**config.mk**
```make
export PLATFORM = sky130hd
export DESIGN_NAME = sorted_key_table_core
export DESIGN_NICKNAME = d
export VERILOG_FILES = /design/src/design/sktab_pkg.sv /design/src/design/sktab_store.sv /design/src/design/sktab_seq.sv /design/src/design/sorted_key_table_core.sv
export SDC_FILE = /design/constraint.sdc
export NUM_CORES = 2
export LEC_CHECK = 0
export ABC_AREA = 1
export BUFFER_PORTS_ARGS = -buffer_cell sky130_fd_sc_hd__buf_2
export CORE_ASPECT_RATIO = 1.5
export CORE_MARGIN = 3
export CORE_UTILIZATION = 60
export DETAILED_ROUTE_END_ITERATION = 12
export PLACE_DENSITY = 0.76
export SLEW_MARGIN = 0
export SYNTH_ARGS = -nofsm -noshare
export SYNTH_HDL_FRONTEND = slang
export SYNTH_SLANG_ARGS = --single-unit
```
**constraint.sdc**
```tcl
create_clock -name i_clk -period 15.35 [get_ports i_clk]
set_input_delay 2.3025 -clock i_clk [delete_from_list [all_inputs] [get_ports i_clk]]
set_output_delay 2.3025 -clock i_clk [all_outputs]
set_load 0.01 [all_outputs]
```
**src/design/sktab_pkg.sv**
```systemverilog
// ----------------------------------------------------------------------------
// sktab_pkg
// Item types and command and status codes shared by the sorted key table.
// ----------------------------------------------------------------------------
package sktab_pkg;

    localparam logic [1:0] CMD_INSERT = 2'd0;
    localparam logic [1:0] CMD_FIND   = 2'd1;
    localparam logic [1:0] CMD_REMOVE = 2'd2;
    localparam logic [1:0] CMD_RANK   = 2'd3;

    localparam logic [2:0] ST_OK       = 3'd0;
    localparam logic [2:0] ST_DUP      = 3'd1;
    localparam logic [2:0] ST_NOTFOUND = 3'd2;
    localparam logic [2:0] ST_FULL     = 3'd3;
    localparam logic [2:0] ST_RANK     = 3'd4;

    typedef struct packed {
        logic [1:0]         cmd;
        logic signed [31:0] key;
        logic [15:0]        payload;
        logic [5:0]         rank;
    } t_in_item;

    typedef struct packed {
        logic [2:0]         status;
        logic signed [31:0] out_key;
        logic [15:0]        out_payload;
        logic [6:0]         entry_count;
    } t_out_item;

endpackage

```
**src/design/sktab_store.sv**
```systemverilog
// ----------------------------------------------------------------------------
// sktab_store
// Key and payload memory, one write port and one registered read port.
// ----------------------------------------------------------------------------
module sktab_store #(
    parameter int DEPTH        = 64,
    parameter int PAYLOAD_BITS = 16,
    localparam int AW          = $clog2(DEPTH)
) (
    input  logic                    i_clk,
    input  logic                    i_wr_en,
    input  logic [AW-1:0]           i_wr_addr,
    input  logic signed [31:0]      i_wr_key,
    input  logic [PAYLOAD_BITS-1:0] i_wr_pay,
    input  logic [AW-1:0]           i_rd_addr,
    output logic signed [31:0]      o_rd_key,
    output logic [PAYLOAD_BITS-1:0] o_rd_pay
);

    logic signed [31:0]      r_key_mem [DEPTH];
    logic [PAYLOAD_BITS-1:0] r_pay_mem [DEPTH];

    always_ff @(posedge i_clk) begin
        if (i_wr_en) begin
            r_key_mem[i_wr_addr] <= i_wr_key;
            r_pay_mem[i_wr_addr] <= i_wr_pay;
        end
    end

    always_ff @(posedge i_clk) begin
        o_rd_key <= r_key_mem[i_rd_addr];
        o_rd_pay <= r_pay_mem[i_rd_addr];
    end

endmodule

```
**src/design/sktab_seq.sv**
```systemverilog
// ----------------------------------------------------------------------------
// sktab_seq
// Sequencer that walks the table one slot a cycle through a shared compare,
// shifting entries up on insert and down on remove in the same pass.
// ----------------------------------------------------------------------------
module sktab_seq
    import sktab_pkg::*;
#(
    parameter int DEPTH        = 64,
    parameter int PAYLOAD_BITS = 16,
    localparam int AW          = $clog2(DEPTH),
    localparam int CW          = $clog2(DEPTH + 1)
) (
    input  logic                    i_clk,
    input  logic                    i_rst_n,
    input  logic                    i_start,
    input  t_in_item                i_item,
    input  logic                    i_res_free,
    output logic                    o_busy,
    output logic                    o_done,
    output t_out_item               o_res,
    output logic                    o_wr_en,
    output logic [AW-1:0]           o_wr_addr,
    output logic signed [31:0]      o_wr_key,
    output logic [PAYLOAD_BITS-1:0] o_wr_pay,
    output logic [AW-1:0]           o_rd_addr,
    input  logic signed [31:0]      i_rd_key,
    input  logic [PAYLOAD_BITS-1:0] i_rd_pay
);

    localparam int RW = (CW > 6) ? CW : 6;

    localparam logic [2:0] S_IDLE      = 3'd0;
    localparam logic [2:0] S_SCAN      = 3'd1;
    localparam logic [2:0] S_SHIFT_INS = 3'd2;
    localparam logic [2:0] S_SHIFT_REM = 3'd3;
    localparam logic [2:0] S_RANK      = 3'd4;
    localparam logic [2:0] S_DONE      = 3'd5;

    logic [2:0]              r_state,     n_state;
    logic [CW-1:0]           r_idx,       n_idx;
    logic [CW-1:0]           r_count,     n_count;
    logic [1:0]              r_cmd,       n_cmd;
    logic signed [31:0]      r_key,       n_key;
    logic [PAYLOAD_BITS-1:0] r_pay,       n_pay;
    logic signed [31:0]      r_carry_key, n_carry_key;
    logic [PAYLOAD_BITS-1:0] r_carry_pay, n_carry_pay;
    logic [2:0]              r_status,    n_status;
    logic signed [31:0]      r_res_key,   n_res_key;
    logic [PAYLOAD_BITS-1:0] r_res_pay,   n_res_pay;

    logic at_end;
    logic key_lt;
    logic key_eq;
    logic full;
    logic rank_ok;

    // shared compare unit
    assign key_lt  = i_rd_key < r_key;
    assign key_eq  = i_rd_key == r_key;
    assign at_end  = r_idx == r_count;
    assign full    = r_count == CW'(DEPTH);
    assign rank_ok = RW'(i_item.rank) < RW'(r_count);

    always_comb begin
        n_state     = r_state;
        n_idx       = r_idx;
        n_count     = r_count;
        n_cmd       = r_cmd;
        n_key       = r_key;
        n_pay       = r_pay;
        n_carry_key = r_carry_key;
        n_carry_pay = r_carry_pay;
        n_status    = r_status;
        n_res_key   = r_res_key;
        n_res_pay   = r_res_pay;
        o_wr_en     = 1'b0;
        o_wr_addr   = r_idx[AW-1:0];
        o_wr_key    = r_key;
        o_wr_pay    = r_pay;
        unique case (r_state)
            S_IDLE: begin
                if (i_start) begin
                    n_cmd     = i_item.cmd;
                    n_key     = i_item.key;
                    n_pay     = PAYLOAD_BITS'(i_item.payload);
                    n_status  = ST_OK;
                    n_res_key = '0;
                    n_res_pay = '0;
                    if (i_item.cmd == CMD_RANK) begin
                        if (rank_ok) begin
                            n_idx   = CW'(i_item.rank);
                            n_state = S_RANK;
                        end else begin
                            n_status = ST_RANK;
                            n_state  = S_DONE;
                        end
                    end else begin
                        n_idx   = '0;
                        n_state = S_SCAN;
                    end
                end
            end
            S_SCAN: begin
                if (at_end) begin
                    n_state = S_DONE;
                    if (r_cmd != CMD_INSERT) begin
                        n_status = ST_NOTFOUND;
                    end else if (full) begin
                        n_status = ST_FULL;
                    end else begin
                        o_wr_en   = 1'b1;
                        n_count   = r_count + 1'b1;
                        n_res_key = r_key;
                        n_res_pay = r_pay;
                    end
                end else if (key_lt) begin
                    n_idx = r_idx + 1'b1;
                end else if (key_eq) begin
                    if (r_cmd == CMD_INSERT) begin
                        n_status = ST_DUP;
                        n_state  = S_DONE;
                    end else begin
                        n_res_key = i_rd_key;
                        n_res_pay = i_rd_pay;
                        if (r_cmd == CMD_REMOVE) begin
                            n_idx   = r_idx + 1'b1;
                            n_state = S_SHIFT_REM;
                        end else begin
                            n_state = S_DONE;
                        end
                    end
                end else begin
                    if (r_cmd != CMD_INSERT) begin
                        n_status = ST_NOTFOUND;
                        n_state  = S_DONE;
                    end else if (full) begin
                        n_status = ST_FULL;
                        n_state  = S_DONE;
                    end else begin
                        o_wr_en     = 1'b1;
                        n_carry_key = i_rd_key;
                        n_carry_pay = i_rd_pay;
                        n_res_key   = r_key;
                        n_res_pay   = r_pay;
                        n_idx       = r_idx + 1'b1;
                        n_state     = S_SHIFT_INS;
                    end
                end
            end
            S_SHIFT_INS: begin
                o_wr_en  = 1'b1;
                o_wr_key = r_carry_key;
                o_wr_pay = r_carry_pay;
                if (at_end) begin
                    n_count = r_count + 1'b1;
                    n_state = S_DONE;
                end else begin
                    n_carry_key = i_rd_key;
                    n_carry_pay = i_rd_pay;
                    n_idx       = r_idx + 1'b1;
                end
            end
            S_SHIFT_REM: begin
                if (at_end) begin
                    n_count = r_count - 1'b1;
                    n_state = S_DONE;
                end else begin
                    o_wr_en   = 1'b1;
                    o_wr_addr = AW'(r_idx - 1'b1);
                    o_wr_key  = i_rd_key;
                    o_wr_pay  = i_rd_pay;
                    n_idx     = r_idx + 1'b1;
                end
            end
            S_RANK: begin
                n_res_key = i_rd_key;
                n_res_pay = i_rd_pay;
                n_state   = S_DONE;
            end
            S_DONE: begin
                if (i_res_free) begin
                    n_state = S_IDLE;
                end
            end
            default: begin
                n_state = S_IDLE;
            end
        endcase
    end

    // read one slot ahead so the data lines up with r_idx
    assign o_rd_addr = n_idx[AW-1:0];

    always_ff @(posedge i_clk) begin
        if (!i_rst_n) begin
            r_state <= S_IDLE;
            r_idx   <= '0;
            r_count <= '0;
        end else begin
            r_state <= n_state;
            r_idx   <= n_idx;
            r_count <= n_count;
        end
    end

    always_ff @(posedge i_clk) begin
        r_cmd       <= n_cmd;
        r_key       <= n_key;
        r_pay       <= n_pay;
        r_carry_key <= n_carry_key;
        r_carry_pay <= n_carry_pay;
        r_status    <= n_status;
        r_res_key   <= n_res_key;
        r_res_pay   <= n_res_pay;
    end

    assign o_busy            = r_state != S_IDLE;
    assign o_done            = r_state == S_DONE;
    assign o_res.status      = r_status;
    assign o_res.out_key     = r_res_key;
    assign o_res.out_payload = 16'(r_res_pay);
    assign o_res.entry_count = 7'(r_count);

`ifndef SYNTH
    a_count_bound: assert property (@(posedge i_clk) disable iff (!i_rst_n)
        r_count <= CW'(DEPTH))
        else $error("entry count above depth");

    a_idx_bound: assert property (@(posedge i_clk) disable iff (!i_rst_n)
        (r_state == S_SCAN || r_state == S_SHIFT_INS || r_state == S_SHIFT_REM)
        |-> r_idx <= r_count)
        else $error("walk index past fill");

    a_write_state: assert property (@(posedge i_clk) disable iff (!i_rst_n)
        o_wr_en |-> (r_state == S_SCAN || r_state == S_SHIFT_INS
                     || r_state == S_SHIFT_REM))
        else $error("table write outside walk");

    a_count_change: assert property (@(posedge i_clk) disable iff (!i_rst_n)
        ($past(i_rst_n) && !$stable(r_count)) |-> r_state == S_DONE)
        else $error("entry count changed mid item");
`endif

endmodule

```
**src/design/sorted_key_table_core.sv**
```systemverilog
// ----------------------------------------------------------------------------
// sorted_key_table_core
// Ordered key table with insert, find, remove and read-at-rank commands.
// ----------------------------------------------------------------------------
// One item is handled at a time. Insert, find and remove walk the table one
// slot per cycle from the smallest key, comparing against the single read
// port of the memory; insert shifts later entries up and remove shifts them
// down within the same walk. Find and rejected commands stop at the slot
// where the walk ends; a successful insert or remove walks on to the last
// entry. Read-at-rank reads its slot directly. The result sits in an output
// register so the next item may enter while it waits; the input stalls
// while an item is at work. The memory needs no clearing after reset.
module sorted_key_table_core
    import sktab_pkg::*;
#(
    parameter int DEPTH        = 64,
    parameter int PAYLOAD_BITS = 16
) (
    input  logic      i_clk,
    input  logic      i_rst_n,
    input  logic      i_in_valid,
    output logic      o_in_stall,
    input  t_in_item  i_in_item,
    output logic      o_out_valid,
    input  logic      i_out_stall,
    output t_out_item o_out_item
);

    localparam int AW = $clog2(DEPTH);

    logic                    start;
    logic                    busy;
    logic                    done;
    logic                    res_free;
    t_out_item               res;
    logic                    wr_en;
    logic [AW-1:0]           wr_addr;
    logic signed [31:0]      wr_key;
    logic [PAYLOAD_BITS-1:0] wr_pay;
    logic [AW-1:0]           rd_addr;
    logic signed [31:0]      rd_key;
    logic [PAYLOAD_BITS-1:0] rd_pay;

    logic      r_out_valid;
    t_out_item r_out_item;

    assign o_in_stall = busy;
    assign start      = i_in_valid && !busy;
    assign res_free   = !r_out_valid || !i_out_stall;

    sktab_seq #(
        .DEPTH        (DEPTH),
        .PAYLOAD_BITS (PAYLOAD_BITS)
    ) u_seq (
        .i_clk      (i_clk),
        .i_rst_n    (i_rst_n),
        .i_start    (start),
        .i_item     (i_in_item),
        .i_res_free (res_free),
        .o_busy     (busy),
        .o_done     (done),
        .o_res      (res),
        .o_wr_en    (wr_en),
        .o_wr_addr  (wr_addr),
        .o_wr_key   (wr_key),
        .o_wr_pay   (wr_pay),
        .o_rd_addr  (rd_addr),
        .i_rd_key   (rd_key),
        .i_rd_pay   (rd_pay)
    );

    sktab_store #(
        .DEPTH        (DEPTH),
        .PAYLOAD_BITS (PAYLOAD_BITS)
    ) u_store (
        .i_clk     (i_clk),
        .i_wr_en   (wr_en),
        .i_wr_addr (wr_addr),
        .i_wr_key  (wr_key),
        .i_wr_pay  (wr_pay),
        .i_rd_addr (rd_addr),
        .o_rd_key  (rd_key),
        .o_rd_pay  (rd_pay)
    );

    always_ff @(posedge i_clk) begin
        if (!i_rst_n) begin
            r_out_valid <= 1'b0;
        end else if (done && res_free) begin
            r_out_valid <= 1'b1;
        end else if (!i_out_stall) begin
            r_out_valid <= 1'b0;
        end
    end

    always_ff @(posedge i_clk) begin
        if (done && res_free) begin
            r_out_item <= res;
        end
    end

    assign o_out_valid = r_out_valid;
    assign o_out_item  = r_out_item;

endmodule
```
==> flow_metrics.py <==
metrics = {
    "route": {
        "wire_per_inst_microns": 25.24,
        "dr.pass1.iters": 10,
        "num_vias": 103100,
        "routed_wl_microns": 412900,
        "wl_met2_microns": 194500,
        "ant_nets": 0,
        "wl_met1_microns": 144000,
        "drc_errors": 0,
        "drtIter0Drc": 16630,
        "vias_per_cell": 6.300,
        "wl_met3_microns": 51700,
        "top_layer": "met5",
    },
    "placed_design": {
        "io_buffers": 119,
        "placed_cells": 15820,
        "dp_hpwl_microns": 209800,
        "gp_congestion": 0.9448,
    },
    "worst_hold_path": {
        "min_from": "u_seq.r_status[1]",
        "hold_path.class": "reg -> reg",
    },
    "critical_path": {
        "timing.rr.start": "u_store.o_rd_key[20]",
        "cp_num_buf_inv": 7,
        "crit_end": "u_store.o_rd_key[23]",
        "r2r_slack_ps": 7890,
        "r2r-end": "u_store.o_rd_pay[4]",
        "crit_required_ps": 16120,
        "path_cells": "buf_2 -> inv_1 -> nor2_4 -> buf_4 -> nand4_1 -> o22ai_1 -> nand2_1 -> nand2_1 -> inv_2 -> nand2_8 -> buf_4 -> buf_4 -> buf_4 -> nand3_1 -> nand2_1 -> nand2_1 -> nand3_1 -> nand3_1 -> nand3_1 -> nand3_1 -> nand2_1",
        "startpoint": "i_in_valid",
        "arrival_ps": 8410,
        "rr_worst_depth": 23,
        "worstSetupPathType": "in -> reg",
        "cpMaxStageDelayCell": "buf_4",
        "start_kind": "input port",
        "end_kind": "flop",
        "cpPeakStageDelay_ps": 860,
        "cp.depth": 21,
        "crit_family": "buffers and inverters",
        "cp_max_fo": 85,
    },
    "timing": {
        "layout_min_cycle_time_ps": 7640,
        "fmax_mhz": 130.9,
        "setup-tns-final_ps": 0,
        "timing.final.crit_share_pct": 49.77,
        "clock_skew_ps": 68.14,
        "final_max_slew_viol_count": 0,
        "rsz0062_at_grt": "no",
        "tightest_slew_ps": 1364,
        "setup_violations": 0,
        "slew_headroom_pct": 9.077,
        "hold_viol_final": 0,
    },
    "run_status": {
        "outcome": "complete, no violations",
    },
    "synth": {
        "syn-num-nets": 13290,
        "synth-seq-cells": 3345,
        "syn_inst": 13180,
        "synth-edff-count": 3279,
        "syn-cell-area_sq_um": 145400,
        "ys_warn_count": 0,
        "avgSynthCellArea_sq_um": 11.03,
        "seq_area_frac_synth_pct": 68.62,
        "asyncSetResetFlopFracSynth_pct": 0,
        "synth.distinct_cells": 50,
        "ys.flop_type": "edfxtp_1",
    },
    "finish": {
        "stdcell_count": 16360,
        "syn2layout_area_growth_pct": 8.296,
        "drive_above_1_share_pct": 6.724,
        "nets": 13010,
    },
    "power_and_ir_drop": {
        "switching_power_uw": 17300,
        "internal-power_uw": 19820,
        "p_leak_uw": 0.06116,
        "pwr-share-clk_pct": 20.0,
        "combPwrFrac_pct": 49.3,
        "switching_share_pct": 46.61,
        "vdd_drop_max_uv": 323.3,
        "power.density_nw_per_um2": 235.7,
        "p_seq_share_pct": 30.7,
    },
    "clocking": {
        "clk_pin_slew_worst_paths_ps": 60,
        "h-tree-depth": 5,
        "clock_latency_ps": 880,
        "cts.path.max_buffers": 4,
        "cts_hold_buf": 0,
        "cts_resized": 0,
        "cts_sinks": 3345,
        "post_cts.repair.setup_buffers": 0,
        "cts_made_buffers": 303,
        "cts_tree": "built",
        "cts_root_buf": "clkbuf_16",
    },
    "global_routing": {
        "grt_usage_pct": 32.36,
        "grt_overflow": 0,
        "grt_pass1_wl_microns": 611600,
        "grt_pass1_vias": 99830,
        "antenna_found_initial": 14,
        "grt_max_degree": 222,
    },
    "floorplanning": {
        "die_h_microns": 609.0,
        "die_x_microns": 408.0,
        "start_util_pct": 60.52,
        "dieArea_sq_um": 248400,
        "ios": 120,
        "rows": 220,
        "core_sq_um": 240300,
    },
    "run": {
        "maxCapViolCount": 0,
    },
}
## layout make-up
| cell class | instances | area [sq um] |
|---|---|---|
| sequential | 3345 | 99790 |
| fill | 17290 | 82810 |
| multi-input combinational | 7598 | 36840 |
| clock buffer | 386 | 8109 |
| inverter | 1346 | 5077 |
| tap | 3219 | 4028 |
| timing repair buffer | 313 | 2265 |
| clock inverter | 145 | 1361 |
| antenna | 10 | 25.02 |
## synth_stat cells (2+ instances only)
library cell	instances	area share, %
a2111oi_0	2	0.012
a211oi_1	3	0.015
a21o_1	2	0.010
a21oi_1	45	0.15
a221oi_1	11	0.066
a22o_1	48	0.29
a31oi_1	13	0.056
buf_1	52	0.13
buf_2	294	1.0
buf_4	33	0.17
buf_6	74	0.57
clkbuf_1	439	1.1
clkinv_1	4	0.010
dfxtp_1	66	0.91
edfxtp_1	3279	68
ha_1	44	0.38
inv_1	1334	3.4
inv_2	8	0.021
nand2_1	3151	8.1
nand2_2	3	0.013
nand2_4	2	0.015
nand3_1	3289	11
nand3b_1	576	3.0
nand4_1	15	0.065
nor2_1	130	0.34
nor2_2	5	0.022
nor3_1	12	0.041
nor4_1	3	0.013
o211ai_1	8	0.041
o21ai_0	179	0.62
o21ai_1	4	0.014
o21bai_1	2	0.010
o22ai_1	19	0.082
xor2_1	18	0.11
## placed cells by master (no fill, tap or decap), types with 50 or more instances in the layout
master,count
clkbuf_1,66
nand2_1,3148
buf_2,119
dfxtp_1,66
o21ai_0,178
nor2_1,65
nand3_1,3288
clkbuf_16,307
clkinv_2,50
buf_4,177
nor2_4,66
nand3b_1,576
inv_1,1332
edfxtp_1,3279
## per-layer routing
layer  track usage [%]  up-vias
met5                 0        -
met4             16.47       14
met3             6.367     1372
met2             52.60     7197
met1             41.66    49620
li1                  -    44880
## per-stage QoR
| stage | setup WS (ps) | area, sq um | hold slack (ps) | util (%) | power (uW) |
|---|---|---|---|---|---|
| 3_5_place_dp | 7065 | 148000 | 432.0 | 61.59 | 29300 |
| 5_1_grt | 7414 | 157500 | 456.3 | 65.53 | 39010 |
| 2_1_floorplan | 8746 | 145400 | 420.8 | - | 24140 |
| 3_3_place_gp | 7205 | 148000 | 429.9 | 61.59 | 28890 |
| 6_report | 7710 | 157500 | 447.9 | 65.54 | 37120 |
| 4_1_cts | 7970 | 157500 | 447.6 | 65.53 | 36690 |
## registers in the layout, summed over array words and instances (netlist names), 16 cells and up
name               count
u_store.r_pay_mem   1024
u_seq.r_key           32
u_seq.r_res_pay       16
o_out_item            58
u_seq.r_res_key       32
u_seq.r_carry_pay     16
u_store.r_key_mem   2048
u_store.o_rd_pay      16
u_store.o_rd_key      32
u_seq.r_carry_key     32
u_seq.r_pay           16
## power groups by stage
stage / registers, uW / clock network (uW) / logic, uW
after global placement: 11600 / 0 / 17300
after CTS: 11400 / 7470 / 17900
final: 11400 / 7420 / 18300
after floorplan: 11400 / 0 / 12700
after detailed placement: 11600 / 0 / 17700
after global routing: 11400 / 7810 / 19800
## how the worst min path moves through the flow
stage / to / slack [ps] / cells after the start
detailed placement: o_out_item[56] / 430 / 0
floorplan: o_out_item[55] / 420 / 0
CTS: o_out_item[41] / 450 / 0
finish: o_out_item[56] / 450 / 0
global placement: o_out_item[56] / 430 / 0
global route: o_out_item[41] / 460 / 0
## kinds of logic (layout without fill, tap and decap cells)
family | after synthesis | after routing | share of synthesized area, %
flip-flops | 3345 | 3345 | 68.62
other | 0 | 10 | 0
AO/OA/AOI/OAI | 344 | 344 | 1.414
adder cells (fa/ha/maj) | 45 | 45 | 0.3923
AND/OR/NAND/NOR | 7190 | 7190 | 22.95
XOR/XNOR | 19 | 19 | 0.1144
buffers and inverters | 2240 | 2190 | 6.510
(Power assumes the default switching activity.)
